### src/hdl/eitt_ram.sv
// ---------------------------------------------------------------------------
// eitt_ram: generic single port RAM
// One write or one read a cycle, registered read data.
// ---------------------------------------------------------------------------
module eitt_ram #(
  parameter int WIDTH = 8,
  parameter int DEPTH = 256
) (
  input  logic                     clk,
  input  logic                     we,
  input  logic [$clog2(DEPTH)-1:0] addr,
  input  logic [WIDTH-1:0]         wdata,
  output logic [WIDTH-1:0]         rdata
);
  logic [WIDTH-1:0] mem [DEPTH];

  always_ff @(posedge clk) begin
    if (we) begin
      mem[addr] <= wdata;
    end
    rdata <= mem[addr];
  end
endmodule

### config.mk
export PLATFORM = sky130hd
export DESIGN_NAME = eitt_ram
export DESIGN_NICKNAME = d
export VERILOG_FILES = /design/src/hdl/eitt_ram.sv
export SDC_FILE = /design/constraint.sdc
export NUM_CORES = 2
export LEC_CHECK = 0
export BUFFER_PORTS_ARGS = -buffer_cell sky130_fd_sc_hd__buf_4
export CORE_MARGIN = 5
export CORE_UTILIZATION = 25
export DETAILED_ROUTE_END_ITERATION = 8
export GPL_ROUTABILITY_DRIVEN = 0
export PLACE_DENSITY = 0.49
export SYNTH_ARGS = -nofsm -noshare
export SYNTH_HDL_FRONTEND = slang
export SYNTH_SLANG_ARGS = --single-unit
### constraint.sdc
create_clock -name clk -period 5.3 [get_ports clk]
set_input_delay 0.53 -clock clk [delete_from_list [all_inputs] [get_ports clk]]
set_output_delay 0.53 -clock clk [all_outputs]
set_load 0.01 [all_outputs]
-- After elaboration in Yosys (flattened, before gate mapping)
Memory sizes are Yosys's and may differ from the RTL's. A register that Yosys moved wholly into a read port is not among the register bits.
Cells that the tools add are included.
- add/subtract/negate cells: 0
- $mul: 0
- div/mod/pow operators: 0
- order comparisons: 0
- equal/unequal tests: 0
- shifts and indexed selects: 0
- muxes and demuxes: 2
- bitwise gates (word level): 0
- reductions and logical operators: 0
- operators by type and width (kind ; count):
    $mux 1 ; 2
- register bits after elaboration: 0
- latch bits: 0
- RAM bits: 2048
- memory bits (read-only): 0
- bits of input ports: 18
- word-level logic and storage cells: 3
- memories: 1
- memory list (name ; words ; bits a word ; read ports ; clocked after Yosys merged registers in ; write ports ; line ; text):
    mem ; 256 ; 8 ; 1 ; 1 ; 1 ; 15 ; logic [WIDTH-1:0] mem [DEPTH];

-- Depth between registers and ports, before layout
- depth after elaboration: 2
- gate-level depth with buffers: 10

-- Least setup slack after synthesis
OpenSTA, ideal clock, no wires.
- path kind: input port to flip-flop
- from: in addr[1]
- to: mem mem[111][0], enable pin
- data arrival time: 2379 ps
- required time: 4930 ps
- slack: 2551 ps
- stages: 9
- buffers on the path: 5
- cell sequence: buf_2 -> clkbuf_1 -> clkbuf_1 -> nand2_1 -> buf_2 -> nor2_1 -> nand2_1 -> clkbuf_1 -> nor2_1
- RTL lines (item ; line ; text):
    start: declaration ; 11 ; input logic [$clog2(DEPTH)-1:0] addr,
    end: declaration ; 15 ;
No word-level cell before the write port.

==> impl_metrics.json <==
{
  "worst_pin_slew_ns": 1.25,
  "share_clk_of_total_power": 0.417,
  "ctsLongestPathBuffers": 3,
  "setup.worst_path.start_class": "input pin",
  "multi_input_gate_area_mm2": 0.0158,
  "cp-end-kind": "register",
  "grt_antenna_before_repair": 16,
  "dr.pass1.iters": 5,
  "coreArea_mm2": 0.312,
  "total_switching_power_mw": 7.27,
  "finalCritPeriodShare": 0.680,
  "finalWorstSetupSlack_ns": 1.70,
  "yosys.cell_types.count": 22,
  "cp.arrival_ns": 4.28,
  "sw_frac_of_total": 0.217,
  "pre_cts_ws_ns": 0.735,
  "wire_per_inst_um": 26.1,
  "grt_first_pass_wirelength_um": 300000,
  "static-leakage-power_nw": 27.0,
  "largest_net_degree_at_the_start_of_global_routing": 152,
  "final-hold-violation-count": 0,
  "ant_nets": 0,
  "num_rows": 205,
  "outcome": "completed",
  "synth_area_per_inst_um2": 22.1,
  "internal-power_mw": 26.2,
  "synth-warning-count": 0,
  "number_of_nets_produced_by_synthesis": 3565,
  "p_comb_frac": 0.046,
  "netlist_instances": 3547,
  "cap_viol_max_count": 0,
  "r2r_setup_slack_ns": 2.44,
  "route.detailed.drc": 0,
  "postLayoutCoreUtil": 0.292,
  "drt-total-wl_um": 210000,
  "final.setup_skew_ns": 0.0545,
  "timing.slew.headroom": 0.167,
  "rsz0062_at_grt": "false",
  "globalRouteOverflowTotal": 0,
  "clkLatencyLatePin_ns": 0.84,
  "power-per-cell-area_mw_per_mm2": 368,
  "postSynthRegisterBits": 2056,
  "power.ir.vdd_worst_mv": 0.284,
  "fmaxAchievable_mhz": 277,
  "critical_path.max_fanout": 59,
  "setup.worst_path.class": "input pin to register",
  "fin_tns_setup_ns": 0,
  "i_o_pin_cnt": 26,
  "worst-endpoint-required_ns": 5.97,
  "holdPathEnd": "mem[82][4]$_DFFE_PP_",
  "placement.io_buffers": 25,
  "hold_path.class": "input pin to register",
  "cts.reportedPaths.clkPinSlew_ns": 0.06,
  "fill_cell_count": 30300,
  "clock_tree.root_cell": "sky130_fd_sc_hd__clkbuf_16",
  "height_of_the_die_um": 570,
  "nets": 3769,
  "h_tree_depth": 4,
  "register_share_of_total_power": 0.536,
  "number_of_cells_upsized_or_downsized_after_cts": 0,
  "synthesis.area_mm2": 0.0785,
  "r2r.worst_path.cells": 6,
  "syn_to_final_growth_pct": 16.1,
  "final_setup_vio_count": 0,
  "timing.rr.end": "rdata[4]$_DFF_P_",
  "grt_pass1_vias": 39000,
  "final_layout_size_suffix_gt1_frac": 0.261,
  "gr-usage-all-layers": 0.127,
  "regToRegStartpoint": "mem[182][4]$_DFFE_PP_",
  "timing.hold.worst.start": "wdata[4]",
  "post_cts_buffers": 0,
  "placed_wire_length_estimate_um": 124000,
  "clkSinkCount": 2056,
  "dieWidth_um": 570,
  "holdBufCountCts": 0,
  "initialDrtViolationCount": 3796,
  "design.die.area_mm2": 0.325,
  "cts_made_buffers": 205,
  "initial_core_util": 0.251,
  "layout_min_cycle_time_ns": 3.60,
  "detail_route.vias_per_cell": 4.64,
  "clock_tree_from_tritoncts": "built",
  "seq_area_frac_synth": 0.786,
  "ff_latch_area_mm2": 0.0617,
  "finalMaxSlewViolations": 0,
  "vias": 37400,
  "hold_path_depth": 1
}
critical path, stage by stage:
cell                      delay (ns)
sky130_fd_sc_hd__buf_8          0.52
sky130_fd_sc_hd__buf_12         0.38
sky130_fd_sc_hd__buf_4          0.34
sky130_fd_sc_hd__mux4_2         0.53
sky130_fd_sc_hd__a22oi_1        0.24
sky130_fd_sc_hd__a21oi_1        0.12
sky130_fd_sc_hd__o41ai_1        1.11
sky130_fd_sc_hd__nand4_1        0.17
cells in the final DEF (no fill, tap or decap), types with 3 or more instances in the layout:
| master | Yosys | routed |
|---|---|---|
| sky130_fd_sc_hd__clkbuf_16 | 0 | 205 |
| sky130_fd_sc_hd__buf_12 | 0 | 18 |
| sky130_fd_sc_hd__nand2b_1 | 6 | 4 |
| sky130_fd_sc_hd__nand4_1 | 8 | 8 |
| sky130_fd_sc_hd__clkinv_16 | 0 | 7 |
| sky130_fd_sc_hd__nor2_1 | 232 | 231 |
| sky130_fd_sc_hd__nor2b_1 | 7 | 5 |
| sky130_fd_sc_hd__buf_8 | 0 | 10 |
| sky130_fd_sc_hd__clkinv_2 | 0 | 25 |
| sky130_fd_sc_hd__clkinv_8 | 0 | 3 |
| sky130_fd_sc_hd__inv_16 | 0 | 4 |
| sky130_fd_sc_hd__nand3_2 | 0 | 7 |
| sky130_fd_sc_hd__a21oi_1 | 128 | 128 |
| sky130_fd_sc_hd__dfxtp_1 | 8 | 8 |
| sky130_fd_sc_hd__a22oi_1 | 256 | 256 |
| sky130_fd_sc_hd__clkbuf_1 | 145 | 64 |
| sky130_fd_sc_hd__nand2_1 | 28 | 27 |
| sky130_fd_sc_hd__nand3_1 | 13 | 6 |
| sky130_fd_sc_hd__clkinv_1 | 0 | 44 |
| sky130_fd_sc_hd__edfxtp_1 | 2048 | 2048 |
| sky130_fd_sc_hd__bufinv_16 | 0 | 12 |
| sky130_fd_sc_hd__diode_2 | 0 | 3 |
| sky130_fd_sc_hd__mux4_2 | 512 | 512 |
| sky130_fd_sc_hd__o41ai_1 | 32 | 30 |
| sky130_fd_sc_hd__buf_4 | 16 | 200 |
| sky130_fd_sc_hd__nor3_1 | 30 | 29 |
power groups by stage:
stage	registers [mW]	logic [mW]	clock network, mW
after floorplan	18.3	0.796	0
after global placement	18.3	1.57	0
after detailed placement	18.3	1.59	0
after CTS	18.0	1.59	14.3
after global routing	18.0	1.65	15.0
final	18.0	1.55	14.0
cell usage after synthesis:
cell type / n / area, um2
sky130_fd_sc_hd__edfxtp_1: 2048 / 61500
sky130_fd_sc_hd__mux4_2: 512 / 11500
sky130_fd_sc_hd__a22oi_1: 256 / 1920
sky130_fd_sc_hd__nor2_1: 232 / 871
sky130_fd_sc_hd__clkbuf_1: 145 / 544
sky130_fd_sc_hd__a21oi_1: 128 / 641
sky130_fd_sc_hd__buf_2: 36 / 180
sky130_fd_sc_hd__o41ai_1: 32 / 280
sky130_fd_sc_hd__nor3_1: 30 / 150
sky130_fd_sc_hd__nand2_1: 28 / 105
sky130_fd_sc_hd__buf_1: 19 / 71.3
sky130_fd_sc_hd__buf_4: 16 / 120
sky130_fd_sc_hd__buf_6: 16 / 180
sky130_fd_sc_hd__nand3_1: 13 / 65.1
sky130_fd_sc_hd__dfxtp_1: 8 / 160
sky130_fd_sc_hd__nand4_1: 8 / 50.1
sky130_fd_sc_hd__nor2b_1: 7 / 43.8
sky130_fd_sc_hd__nand2b_1: 6 / 37.5
sky130_fd_sc_hd__and2_1: 3 / 18.8
sky130_fd_sc_hd__or2_2: 2 / 12.5
sky130_fd_sc_hd__inv_1: 1 / 3.75
sky130_fd_sc_hd__or3_1: 1 / 6.26
metrics by stage:
stage          total power, mW  instances  cell area [um2]  hold WS, ns
2_1_floorplan             19.1       3547            78500        0.629
3_3_place_gp              19.9       7683            84700        0.905
5_1_grt                   34.6       8054            91100        0.181
4_1_cts                   33.9       8053            91100        0.167
6_report                  33.5       8056            91100        0.147
3_5_place_dp              19.9       7684            84700        0.916
layout make-up:
| class | count | share of cell area |
|---|---|---|
| sequential | 2056 | 0.677 |
| multi-input combinational | 1258 | 0.174 |
| clock buffer | 271 | 0.0593 |
| tap | 4140 | 0.0569 |
| timing repair buffer | 229 | 0.0221 |
| clock inverter | 98 | 0.0111 |
| antenna | 3 | 0.0000824 |
| inverter | 1 | 0.0000412 |
logic make-up after synthesis:
logic type | count (synthesis) | synth area share
buf+inv | 233 | 0.0140
simple gates | 330 | 0.0173
compound gates | 416 | 0.0362
mux | 512 | 0.147
flops | 2056 | 0.786
layer usage:
layer / global-route usage / wire [um]
met2: 0.201 / 99400
met3: 0.0287 / 15100
met1: 0.178 / 90800
met4: 0.0314 / 4730
met5: 0 / 69
worst max-delay path by stage:
| stage | startpoint | endpoint | depth (start not counted) |
|---|---|---|---|
| after CTS | addr[0] | rdata[3]$_DFF_P_ | 8 |
| final | addr[0] | rdata[3]$_DFF_P_ | 8 |
| after floorplan | addr[1] | mem[111][0]$_DFFE_PP_ | 9 |
| after detailed placement | addr[0] | rdata[3]$_DFF_P_ | 8 |
| after global routing | addr[0] | rdata[3]$_DFF_P_ | 8 |
| after global placement | addr[0] | rdata[3]$_DFF_P_ | 8 |
state kept, by name, indices dropped and copies added, names as in the netlist:
register / cells
mem: 2048
rdata: 8
Note: power is estimated with default switching activity, not from simulation.
