`src/hdl/eitt_pkg.sv`:
```
// ---------------------------------------------------------------------------
// eitt_pkg: shared types and constants for the id translation table
// Local id width, action and status codes, cell control struct.
// ---------------------------------------------------------------------------
package eitt_pkg;

  localparam int ENTRIES = 256;
  localparam int LW = $clog2(ENTRIES);   // local id width
  localparam int CW = LW + 1;            // counter width (holds ENTRIES)

  localparam logic [2:0] ACT_DOWN    = 3'd0;
  localparam logic [2:0] ACT_UP      = 3'd1;
  localparam logic [2:0] ACT_FREE    = 3'd2;
  localparam logic [2:0] ACT_RM_REM  = 3'd3;
  localparam logic [2:0] ACT_RM_LOC  = 3'd4;
  localparam logic [2:0] ACT_CLIENT  = 3'd5;

  localparam logic [2:0] ST_HIT  = 3'd0;
  localparam logic [2:0] ST_NEW  = 3'd1;
  localparam logic [2:0] ST_MISS = 3'd2;
  localparam logic [2:0] ST_FULL = 3'd3;
  localparam logic [2:0] ST_DONE = 3'd4;

  // Write command broadcast to every cell; each cell matches its own index.
  typedef struct packed {
    logic          wr;      // write entry
    logic          set_v;   // new valid value
    logic          set_id;  // also load remote id
    logic [LW-1:0] idx;
    logic [31:0]   rid;
  } eitt_wr_t;

  // Search beat travelling along the chain.
  typedef struct packed {
    logic          act;     // a search is moving
    logic          by_loc;  // match on local index instead of remote id
    logic          rng;     // key is a local id in range
    logic          found;
    logic [LW-1:0] loc;
    logic [31:0]   key;
    logic [31:0]   rid;     // remote id of the matching entry
  } eitt_srch_t;

endpackage

```
`src/hdl/eitt_cell.sv`:
```
// ---------------------------------------------------------------------------
// eitt_cell: one table entry of the search chain
// Holds valid and remote id; compares the passing search beat.
// ---------------------------------------------------------------------------
module eitt_cell (
  input  logic                   clk,
  input  logic                   rst,
  input  logic [eitt_pkg::LW-1:0] my_idx,
  input  eitt_pkg::eitt_wr_t     wr,
  input  eitt_pkg::eitt_srch_t   s_in,
  output eitt_pkg::eitt_srch_t   s_out
);
  logic        valid;
  logic [31:0] rid;
  logic        match;
  logic        hit;

  always_ff @(posedge clk) begin
    if (rst) begin
      valid <= 1'b0;
    end else if (wr.wr && wr.idx == my_idx) begin
      valid <= wr.set_v;
    end
    if (wr.wr && wr.set_id && wr.idx == my_idx) begin
      rid <= wr.rid;
    end
  end

  assign match = s_in.by_loc ? (s_in.rng && s_in.key[eitt_pkg::LW-1:0] == my_idx)
                             : (rid == s_in.key);
  assign hit   = valid && match && !s_in.found;

  always_ff @(posedge clk) begin
    if (rst) begin
      s_out.act <= 1'b0;
    end else begin
      s_out.act <= s_in.act;
    end
    s_out.by_loc <= s_in.by_loc;
    s_out.rng    <= s_in.rng;
    s_out.key    <= s_in.key;
    s_out.found  <= s_in.found | hit;
    s_out.loc    <= hit ? my_idx : s_in.loc;
    s_out.rid    <= hit ? rid : s_in.rid;
  end
endmodule

```
`config.mk`:
```
export PLATFORM = sky130hd
export DESIGN_NAME = eitt_cell
export DESIGN_NICKNAME = d
export VERILOG_FILES = /design/src/hdl/eitt_pkg.sv /design/src/hdl/eitt_cell.sv
export SDC_FILE = /design/constraint.sdc
export NUM_CORES = 1
export LEC_CHECK = 0
export BUFFER_PORTS_ARGS = -buffer_cell sky130_fd_sc_hd__buf_2
export CORE_ASPECT_RATIO = 1.4
export CORE_MARGIN = 2
export CORE_UTILIZATION = 44
export DETAILED_ROUTE_END_ITERATION = 12
export GPL_ROUTABILITY_DRIVEN = 0
export PLACE_DENSITY = 0.87
export RECOVER_POWER = 100
export SLEW_MARGIN = 20
export SYNTH_ARGS = -nofsm -noshare
export SYNTH_HDL_FRONTEND = slang
export SYNTH_SLANG_ARGS = --single-unit
```
`constraint.sdc`:
```
create_clock -name clk -period 3.2 [get_ports clk]
set_clock_uncertainty 0.2 [all_clocks]
set_input_delay 0.32 -clock clk [delete_from_list [all_inputs] [get_ports clk]]
set_output_delay 0.32 -clock clk [all_outputs]
set_load 0.03 [all_outputs]
```
After elaboration in Yosys (flattened, before gate mapping)
Cells that the tools add are included. W data, S select, Z words.

Bits in registers: 109. Bits of input ports: 129. Word-level logic and storage cells: 23.

Equal/unequal tests: 3. Mux-type cells: 3. Bitwise logic cells: 1. Reductions and logical operators: 7.

Operators with widths (count): $eq A32 B32 Y1 (1); $mux W32 (1); $eq A8 B8 Y1 (2); $mux W8 (1); $logic_and A1 B1 Y1 (6); $logic_not A1 Y1 (1); $mux W1 (1); $or A1 B1 Y1 (1).

Logic depth before layout (Yosys ltp)
Gate-level depths: netlist of run 1.

Depth in word-level cells: 6. Mapped depth: 7. Gate-level depth less buffers: 6.

Worst setup path before layout of run 1
Ideal clock, no wire load.

Kind: register to register. Start point: register rid[31]. End point: register s_out[0] in the netlist's numbering. Setup time: 121 ps. Data arrival time: 1991 ps. Data required time: 2879 ps. Setup slack: 888 ps. Cell stages (with the launch flop): 8. Path buffers: 1. Period minus slack after synthesis: 2312 ps. Cell sequence: edfxtp_1 -> xnor2_1 -> nand4_1 -> or4_1 -> nor3_2 -> o211ai_2 -> buf_6 -> mux2_4.

Longest elaborated chain between the ends: 5.

RTL lines: start, declared (RTL line eitt_cell.sv:14) `logic [31:0] rid;`; start signal, assigned (RTL line eitt_cell.sv:25) `rid <= wr.rid;`; $eq A32 B32 Y1 (RTL line eitt_cell.sv:30) `: (rid == s_in.key);`; $mux W1 (RTL line eitt_cell.sv:29) `assign match = s_in.by_loc ? (s_in.rng && s_in.key[eitt_pkg::LW-1:0] == my_idx)`; $logic_and A1 B1 Y1 (2 in a row) (RTL line eitt_cell.sv:31) `assign hit = valid && match && !s_in.found;`; $mux W32 (RTL line eitt_cell.sv:44) `s_out.rid <= hit ? rid : s_in.rid;`; end, declared (RTL line eitt_cell.sv:11) `output eitt_pkg::eitt_srch_t s_out`.

Every way passes these cells. A chain may end at the register's enable or synchronous reset.

Worst setup path after layout of run 1
Start point: input port s_in[34] in the netlist's numbering. End point: register s_out[26] in the netlist's numbering.

Longest elaborated chain between the ends: 6. Elaborated cells between the ends (all ways): 7. Those cells by class: 2 x eq/ne; 2 x mux; 3 x reduce/logical.

RTL lines: start, declared (RTL line eitt_cell.sv:10) `input eitt_pkg::eitt_srch_t s_in,`; $eq A8 B8 Y1 (RTL line eitt_cell.sv:29); $logic_and A1 B1 Y1 (RTL line eitt_cell.sv:29); $mux W1 (*) (RTL line eitt_cell.sv:29); $logic_and A1 B1 Y1 (*) (2 in a row) (RTL line eitt_cell.sv:31); $mux W32 (*) (RTL line eitt_cell.sv:44).

Mark *: on every way between the ends. The rest lies on a longest branch, timed or not.

==> results of run 1 <==
[where the power goes]
part	leakage, nW	switching (mW)	internal, mW
logic	1.21	0.206	0.171
registers	0.937	0.0150	1.47
clock network	0.154	0.457	0.707
[critical path, cell delays in order]
cell and delay (ns):
dlygate4sd3_1 0.52, clkbuf_1 0.22, xnor2_1 0.15, nand4_1 0.10, or4_1 0.57, nor3_2 0.30
o211ai_4 0.20, buf_6 0.25, mux2_1 0.37
[timing repair]
item | 4_1_cts | 5_1_grt
endpoints found under the setup margin | 0 | 0
hold buffers | 69 | 3
endpoints found under the hold margin | 69 | 3
[synthesized netlist by cell type (all sizes together)]
cell	n	area, µm²
or4	1	7.510
o211ai	1	12.51
mux2i	1	10.01
nand4	8	50.05
or3	1	6.260
edfxtp	32	960.9
o21ai	1	5.000
nor2b	1	6.260
buf	4	45.04
inv	1	3.750
and3	1	6.260
nor4	3	18.77
nor3	2	15.01
mux2	40	600.6
nand2	1	3.750
xnor2	34	297.8
xor2	14	122.6
nor2	2	7.510
and2	1	6.260
nand3	2	10.01
dfxtp	77	1541
[layout by cell type (no fill, tap or decap), drive strengths merged]
master / n
clkbuf: 128
buf: 91
dfxtp: 77
dlygate4sd3: 72
mux2: 40
xnor2: 34
edfxtp: 32
xor2: 14
nand4: 8
nor4: 3
nor2: 2
nand3: 2
bufinv: 2
nor3: 2
clkinv: 2
diode: 1
or4: 1
or3: 1
inv: 1
o211ai: 1
o21ai: 1
nand2: 1
and3: 1
and2: 1
mux2i: 1
nor2b: 1
[registers in the layout (all words and copies together), names as in the netlist]
register / cells
rid: 32
valid: 1
s_out: 76
[cell type report]
class	count	area (µm²)	area share, %
flip-flops and latches	109	2502	44.10
repair buffers	279	1624	28.62
multi-input cells	114	1095	19.29
clock buffers	12	246.5	4.344
well taps	102	127.6	2.249
clock inverters	4	72.57	1.279
inverters	1	3.754	0.06615
diodes	1	2.502	0.04410
[metal layers]
metal | routed length (µm) | share of wire (%) | global-route usage, %
met4 | 420 | 4.1 | 13.56
met1 | 3499 | 34 | 22.33
met5 | 0 | 0 | 0
met2 | 5836 | 56 | 42.87
met3 | 579 | 5.6 | 4.067
[per-stage QoR]
step / utilization [%] / cell area [µm²]
after floorplan: - / 3737
after global placement: 59.75 / 4898
after detailed placement: 59.75 / 4898
after CTS: 72.07 / 5908
after global routing: 69.22 / 5674
final: 69.22 / 5674
[final timing paths]
path | start | endpoint | slack, ns | cells past startpoint
max | s_in[34] | s_out[26]$_DFF_P_ | 0.20 | 9
min | s_in[66] | s_out[66]$_DFF_P_ | -0.008 | 2
max reg2reg | rid[24]$_DFFE_PP_ | s_out[26]$_DFF_P_ | 0.46 | 7
min reg2reg | rid[5]$_DFFE_PP_ | s_out[5]$_DFF_P_ | 0.32 | 1
[cell families (layout without fill, tap and decap cells)]
logic type | count (synthesis) | after routing | synth area share, %
DFF | 109 | 109 | 66.96
xor gates and xnor gates | 48 | 48 | 11.25
muxes | 41 | 41 | 16.34
and+or+nand+nor | 23 | 23 | 3.683
buffers and inverters | 5 | 296 | 1.305
AOI/OAI and AO/OA | 2 | 2 | 0.4685
other | 0 | 1 | 0
==> impl_metrics.ini, run 1 <==
[placement]
pre_cts_ws_ns = 0.4159
dp_hpwl_mm = 7.177
dpl.cell_count = 533
buffer_ports.inserted = 204

[clock_tree]
clock_tree.htree_level_count = 3
cts_made_buffers = 9
resized_after_cts = 0
post-cts-setup-buffers = 0
cts.reportedPaths.clkPinSlew_ns = 0.07
clk-insertion-delay-late_ns = 0.34
clock_path_buffers = 2
cts_sinks = 109
tritoncts = built
cts_root_buf = clkbuf_16

[setup_path]
required_ns = 3.21
critical_path_arrival_ns = 3.01
worst_setup_path_end_kind = flop
setup.worst_path.start_class = input pin
critical_path_peak_fanout = 22
critical_path_start_end_classification = in2reg

[outcome]
violated_checks = hold timing
run_status = finished with violations

[floorplan]
i_o_pin_count = 205
fp.dieW_um = 81.89
core_area_um2 = 8198
initial_core_util_pct = 45.59
num_rows = 39
dieArea_um2 = 9257
die_height_um = 113.0

[yosys]
avgSynthCellArea_um2 = 16.39
netlist_area_um2 = 3737
synth_seq_area_share_pct = 66.96
netlist_instances = 228
synthesis.nets = 357
distinct_cell_type_count_after_synthesis = 22
synth.yosys.warnings = 0
synth-seq-cells = 109

[routing]
drt-total-wl_mm = 10.34
antenna_left = 0
avgViaCountPerCell = 4.635
drt_iter0_drc = 114
detailedRoute.firstPassIterationCount = 4
detail_route.drc_violations = 0
detailroute.via_count = 2883
detail_route.wl_per_cell_um = 16.62

[pwr]
power.density_nw_per_um2 = 533.4
ir_worst_vdd_mv = 0.3569
power.total_mw = 3.026
power_leakage_nw = 2.303

[timing]
final.min_clock_period_ns = 3.003
totalNegativeSetupSlack_ns = 0
slew-limit-headroom_pct = 43.39
final-hold-violation-count = 2
slew_at_the_pin_closest_to_its_max_slew_limit_ns = 0.8492
timing.fmax_mhz = 333.0
rsz0062_at_grt = false
setup_viol_count_final = 0
finalHoldWorstSlack_ns = -0.007891
layout_worst_path_cycle_share_pct = 93.83
timing.final.ws_setup_ns = 0.1973
slew_violations = 0

[grt]
first_pass_grt_wire_length_mm = 15.39
grt_antenna_before_repair = 1
grt-ovfl-total = 0
grt_pass1_vias = 3247
global_route.usage.total_pct = 22.87
largest_net_degree_at_the_start_of_global_routing = 33

[flow_run]
cap_viol_max_count = 0

[cells_and_area]
post_layout_nonfiller_instances = 622
finish.net_count = 643
final_layout_size_suffix_gt1_share_pct = 23.70
layout.filler_cells = 633
area_delta_synth_final_pct = 51.82

[min_path]
hold_path.class = in2reg
No activity file was read; power rests on OpenSTA's default activity.
==> run 2, diff against run 1 <==
CELL_PAD_IN_SITES_DETAIL_PLACEMENT = 1   (was unset)
CELL_PAD_IN_SITES_GLOBAL_PLACEMENT = 2   (was unset)
CORE_UTILIZATION = 28   (was 44)
PLACE_DENSITY = 0.88   (was 0.87)
==> run 2 against run 1 <==
  * Largest power group unchanged
  * Non-clock buffer count increased by 29
  * Wire length increased by 25%
  * Via count increased by 4.3%
  * Sequential cell count unchanged
  * Critical path depth unchanged
  * Clock-buffer cell count decreased by 3
  * Register-to-register slack got worse by 0.07 ns
  * Global-route usage decreased by 5.0 points
  * Die area increased by 54%
  * Core utilization decreased by 23 points
  * Clock power about the same
  * The run still ends with hold timing left
  * Largest cell class unchanged
==> impl_metrics.ini, run 2 (synthesis results as in run 1) <==
[clock_tree]
cts_root_buf = clkbuf_16
clock_path_buffers = 2
cts.reportedPaths.clkPinSlew_ns = 0.07
cts_made_buffers = 9
clk-insertion-delay-late_ns = 0.35
clock_tree.htree_level_count = 3
cts_sinks = 109
tritoncts = built
resized_after_cts = 0

[timing]
timing.final.ws_setup_ns = 0.1552
slew-limit-headroom_pct = 37.93
setup_viol_count_final = 0
final.min_clock_period_ns = 3.045
finalHoldWorstSlack_ns = -0.008240
timing.fmax_mhz = 328.4
slew_violations = 0
slew_at_the_pin_closest_to_its_max_slew_limit_ns = 0.9310
totalNegativeSetupSlack_ns = 0
layout_worst_path_cycle_share_pct = 95.15
rsz0062_at_grt = false
final-hold-violation-count = 2

[placement]
pre_cts_ws_ns = 0.2439
buffer_ports.inserted = 204
dp_hpwl_mm = 8.482
postPlaceCellArea_um2 = 4994

[cells_and_area]
postLayoutCellArea_um2 = 6023
biggestRegsByFlops = s_out x76, rid x32, valid x1
commonest_non_fill_non_tap_cells_in_the_layout = clkbuf_1 (112), dlygate4sd3_1 (98), buf_2 (91), dfxtp_1 (77), xnor2_1 (34)
area_delta_synth_final_pct = 61.17
top_register = s_out
number_of_flip_flops_in_the_largest_register = 76
final_layout_size_suffix_gt1_share_pct = 22.99
mostFrequentLayoutCell = clkbuf_1
finish.net_count = 672

[outcome]
violated_checks = hold timing
run_status = finished with violations

[setup_path]
ff2ff_setup_slack_ns = 0.39
worst-path-buf-inv = 3
r2r-start = rid[10]$_DFFE_PP_
crit-reg2reg-capture = s_out[14]$_DFF_P_
worst_setup_path_end_kind = flop
critical_path_peak_fanout = 11
critPathTopFamily = simple AND/OR/NAND/NOR gates
critical_path_start_end_classification = in2reg
path_cells = dlygate4sd3_1, clkbuf_1, xnor2_1, nand4_1, or4_1, nor3_2, o211ai_4, clkbuf_4, mux2_1
highest_cell_delay_on_the_worst_timing_path_ns = 0.60
critical_path_arrival_ns = 3.07
timing.reg2reg.worst_path_depth = 7
setup.worst_path.start_class = input pin
slowest_stage_cell_cp = or4_1
required_ns = 3.23

[flow_run]
cap_viol_max_count = 0

[routing]
drt-total-wl_mm = 12.91
detail_route.wl_per_cell_um = 17.73
detailedRoute.firstPassIterationCount = 4
antenna_left = 0
avgViaCountPerCell = 4.132
drt_iter0_drc = 36
detail_route.drc_violations = 0
detailroute.via_count = 3008

[grt]
grt_antenna_before_repair = 2
grt_util_met1_pct = 17.62
global_route.usage.total_pct = 17.92
top_usage_layer = met2
grt_pass1_vias = 3516
first_pass_grt_wire_length_mm = 18.84
groute.layer.met2.usage_pct = 34.45
largest_net_degree_at_the_start_of_global_routing = 33
grt-ovfl-total = 0
grt_util_met3_pct = 4.214

[floorplan]
fp.dieW_um = 101.6
i_o_pin_count = 205
num_rows = 49
die_height_um = 140.7
core_area_um2 = 12940
initial_core_util_pct = 28.89
dieArea_um2 = 14300

[min_path]
worst_hold_startpoint = s_in[4]
holdPathEnd = s_out[4]$_DFF_P_
hold_path_cells = 2
hold_path.class = in2reg

[pwr]
ir_worst_vdd_mv = 0.3092
power_leakage_nw = 2.394
power.density_nw_per_um2 = 502.3
==> run 2: where the power goes <==
group	leakage, nW	internal [mW]	total [mW]	switching (mW)
registers	0.937	1.47	1.48	0.0151
logic	1.32	0.190	0.409	0.219
clock network	0.140	0.610	1.13	0.521
==> run 2: worst register-to-register path, cell delays in order, from the launching register on <==
cell	delay [ns]
edfxtp_1	0.41
xnor2_1	0.26
nand4_1	0.19
or4_1	0.60
nor3_2	0.30
o211ai_4	0.13
clkbuf_4	0.26
mux2_1	0.35
==> run 2: how the worst max path moves through the flow <==
stage	start	to	slack, ns	depth (start not counted)
2_1_floorplan	rid[31]$_DFFE_PP_	s_out[0]$_DFF_P_	0.89	7
3_3_place_gp	s_in[35]	s_out[7]$_DFF_P_	0.27	8
3_5_place_dp	s_in[35]	s_out[14]$_DFF_P_	0.24	8
4_1_cts	s_in[63]	s_out[14]$_DFF_P_	0.03	9
5_1_grt	s_in[42]	s_out[17]$_DFF_P_	0.07	9
6_report	s_in[42]	s_out[14]$_DFF_P_	0.16	9
==> run 2: repair_timing <==
item | CTS | global route
setup endpoints to repair | 0 | 31
setup buffers | 0 | 3
hold endpoints to repair | 95 | 4
hold buffers | 94 | 4
==> run 2: per-stage QoR <==
stage                     utilization (%)  total power, mW  hold slack [ns]  std cells
after global placement              38.60            1.852           0.2436        609
final                               46.56            3.026        -0.008240        728
after CTS                           48.20            3.083       0.00004569        719
after global routing                46.54            3.146        -0.003453        727
after detailed placement            38.60            1.860           0.2449        609
after floorplan                         -            1.693           0.1477        228
==> run 2: cell type report <==
cell class | count | area [µm²]
fill | 1448 | 6913
tap | 178 | 222.7
antenna | 2 | 5.005
clock buffer | 9 | 225.2
multi-input combinational | 114 | 1084
clock inverter | 7 | 75.07
inverter | 1 | 3.754
timing repair buffer | 308 | 1906
sequential | 109 | 2502
==> run 2: per-layer routing <==
layer,wire length [µm],vias up
li1,-,1430
met1,4483,1422
met2,7290,125
met3,685,31
met4,446,0
met5,0,-
==> run 3, diff against run 2 <==
CORE_UTILIZATION = 30   (was 28)
PLACE_DENSITY = 0.92   (was 0.88)
TNS_END_PERCENT = 100   (was unset)
clock period = 3.8 ns   (was 3.2 ns; I/O delays follow)
==> run 3 against run 2 <==
  * The run ends with capacitance limit, slew limit left
  * Global-route usage down 2.0 points
  * Final cell count is 13% lower
  * Register-to-register slack gained 0.49 ns
  * Worst setup slack better by 0.42 ns
  * Via count shrank 9.8%
  * Critical path depth did not move
  * Largest cell class unchanged
  * Largest power group unchanged
  * Cell area down 12%
  * Critical path type unchanged
  * Sequential cell count did not move
==> impl_metrics.ini, run 3 (synthesis results as in run 1) <==
[cells_and_area]
postLayoutCellArea_um2 = 5298
finish.net_count = 604
top_register = s_out
commonest_non_fill_non_tap_cells_in_the_layout = clkbuf_1 (113), buf_2 (93), dfxtp_1 (77), mux2_1 (38), dlygate4sd3_1 (35)
final_layout_size_suffix_gt1_share_pct = 23.13
area_delta_synth_final_pct = 41.75
number_of_flip_flops_in_the_largest_register = 76
mostFrequentLayoutCell = clkbuf_1
antenna_cells = 0
biggestRegsByFlops = s_out x76, rid x32, valid x1

[clock_tree]
clock_path_buffers = 2
clk-insertion-delay-late_ns = 0.34
cts.reportedPaths.clkPinSlew_ns = 0.07
cts_root_buf = clkbuf_16
cts_sinks = 109
clock_tree.htree_level_count = 3
cts_made_buffers = 9
tritoncts = built

[floorplan]
dieArea_um2 = 13380
core_area_um2 = 12250
die_height_um = 136.1
fp.dieW_um = 98.33
num_rows = 48
i_o_pin_count = 205
initial_core_util_pct = 30.50

[timing]
final-hold-violation-count = 0
timing.fmax_mhz = 310.3
totalNegativeSetupSlack_ns = 0
rsz0062_at_grt = false
slew-limit-headroom_pct = -9.918
final.min_clock_period_ns = 3.223
finalHoldWorstSlack_ns = 0.01458
slew_violations = 33
slew_at_the_pin_closest_to_its_max_slew_limit_ns = 1.649
timing.final.ws_setup_ns = 0.5768
setup_viol_count_final = 0
layout_worst_path_cycle_share_pct = 84.82

[placement]
pre_cts_ws_ns = 0.7678
postPlaceCellArea_um2 = 4931
dp_hpwl_mm = 8.295
buffer_ports.inserted = 204

[setup_path]
critical_path_arrival_ns = 3.23
timing.reg2reg.worst_path_depth = 7
setup.worst_path.start_class = input pin
critPathTopFamily = simple AND/OR/NAND/NOR gates
critical_path_start_end_classification = in2reg
slowest_stage_cell_cp = dlygate4sd3_1
required_ns = 3.81
path_cells = dlygate4sd3_1, clkbuf_1, xnor2_1, nand4_1, or4_1, nor3_1, o211ai_4, buf_12, mux2_1
worst_setup_path_end_kind = flop
highest_cell_delay_on_the_worst_timing_path_ns = 0.54
critical_path_peak_fanout = 31
worst-path-buf-inv = 3
stages_on_worst_setup_path = 9

[pwr]
power.switching_fraction_pct = 23.46
ir_worst_vdd_mv = 0.2161
net_sw_power_uw = 582.7
power.density_nw_per_um2 = 468.9
power_leakage_nw = 2.082
clockPowerShare_pct = 38.2
comb_power_share_pct = 11.4
internal_power_mw = 1.901
power.share.sequential_pct = 50.3

[grt]
first_pass_grt_wire_length_mm = 15.99
grt-ovfl-total = 0
largest_net_degree_at_the_start_of_global_routing = 33
grt_pass1_vias = 3112
global_route.usage.total_pct = 15.94
grt_antenna_before_repair = 0

[routing]
detailroute.via_count = 2714
detail_route.drc_violations = 0
detailedRoute.firstPassIterationCount = 3
avgViaCountPerCell = 4.308
drt_iter0_drc = 31
drt-total-wl_mm = 11.05
antenna_left = 0
detail_route.wl_per_cell_um = 17.54

[min_path]
hold_path.class = in2reg
hold_path_cells = 1

[outcome]
run_status = finished with violations
violated_checks = capacitance limit, slew limit

[flow_run]
cap_viol_max_count = 1
run 3: area by class of cell:
| type | instances | area [µm²] |
|---|---|---|
| Clock inverter | 3 | 43.79 |
| Multi-Input combinational cell | 114 | 1047 |
| Tap cell | 150 | 187.7 |
| Inverter | 1 | 3.754 |
| Fill cell | 1402 | 6954 |
| Clock buffer | 13 | 260.3 |
| Timing Repair Buffer | 240 | 1252 |
| Sequential cell | 109 | 2502 |
run 3: through the flow:
| step | util, % | cells | power, mW |
|---|---|---|---|
| finish | 43.24 | 630 | 2.484 |
| global route | 43.24 | 630 | 2.580 |
| CTS | 45.34 | 627 | 2.547 |
| detailed placement | 40.25 | 579 | 1.566 |
| global placement | 40.25 | 579 | 1.558 |
| floorplan | - | 228 | 1.426 |
run 3: worst paths after layout:
path	to	slack, ns	start
max reg2reg	s_out[20]$_DFF_P_	0.88	rid[8]$_DFFE_PP_
min	rid[19]$_DFFE_PP_	0.01	wr[19]
min reg2reg	s_out[0]$_DFF_P_	0.31	rid[0]$_DFFE_PP_
max	s_out[20]$_DFF_P_	0.58	s_in[34]
run 3: timing repair:
item                                    in CTS  in global routing
endpoints found under the setup margin       0                  0
setup buffers                                0                  0
hold buffers                                32                  3
endpoints found under the hold margin       32                  3
gates resized for setup                      0                  0
run 3: power groups by stage:
stage	logic, mW	clock network (mW)	registers, mW
4_1_cts	0.317	0.981	1.25
2_1_floorplan	0.0620	0	1.36
6_report	0.284	0.950	1.25
5_1_grt	0.304	1.02	1.25
3_3_place_gp	0.285	0	1.27
3_5_place_dp	0.291	0	1.27
run 3: routing by layer:
layer	share of wire, %	vias up	global-route usage, %
met5	0	-	0
met4	3.1	0	7.458
met3	5.7	26	4.113
met2	55	129	30.42
met1	36	1272	15.93
li1	-	1287	-
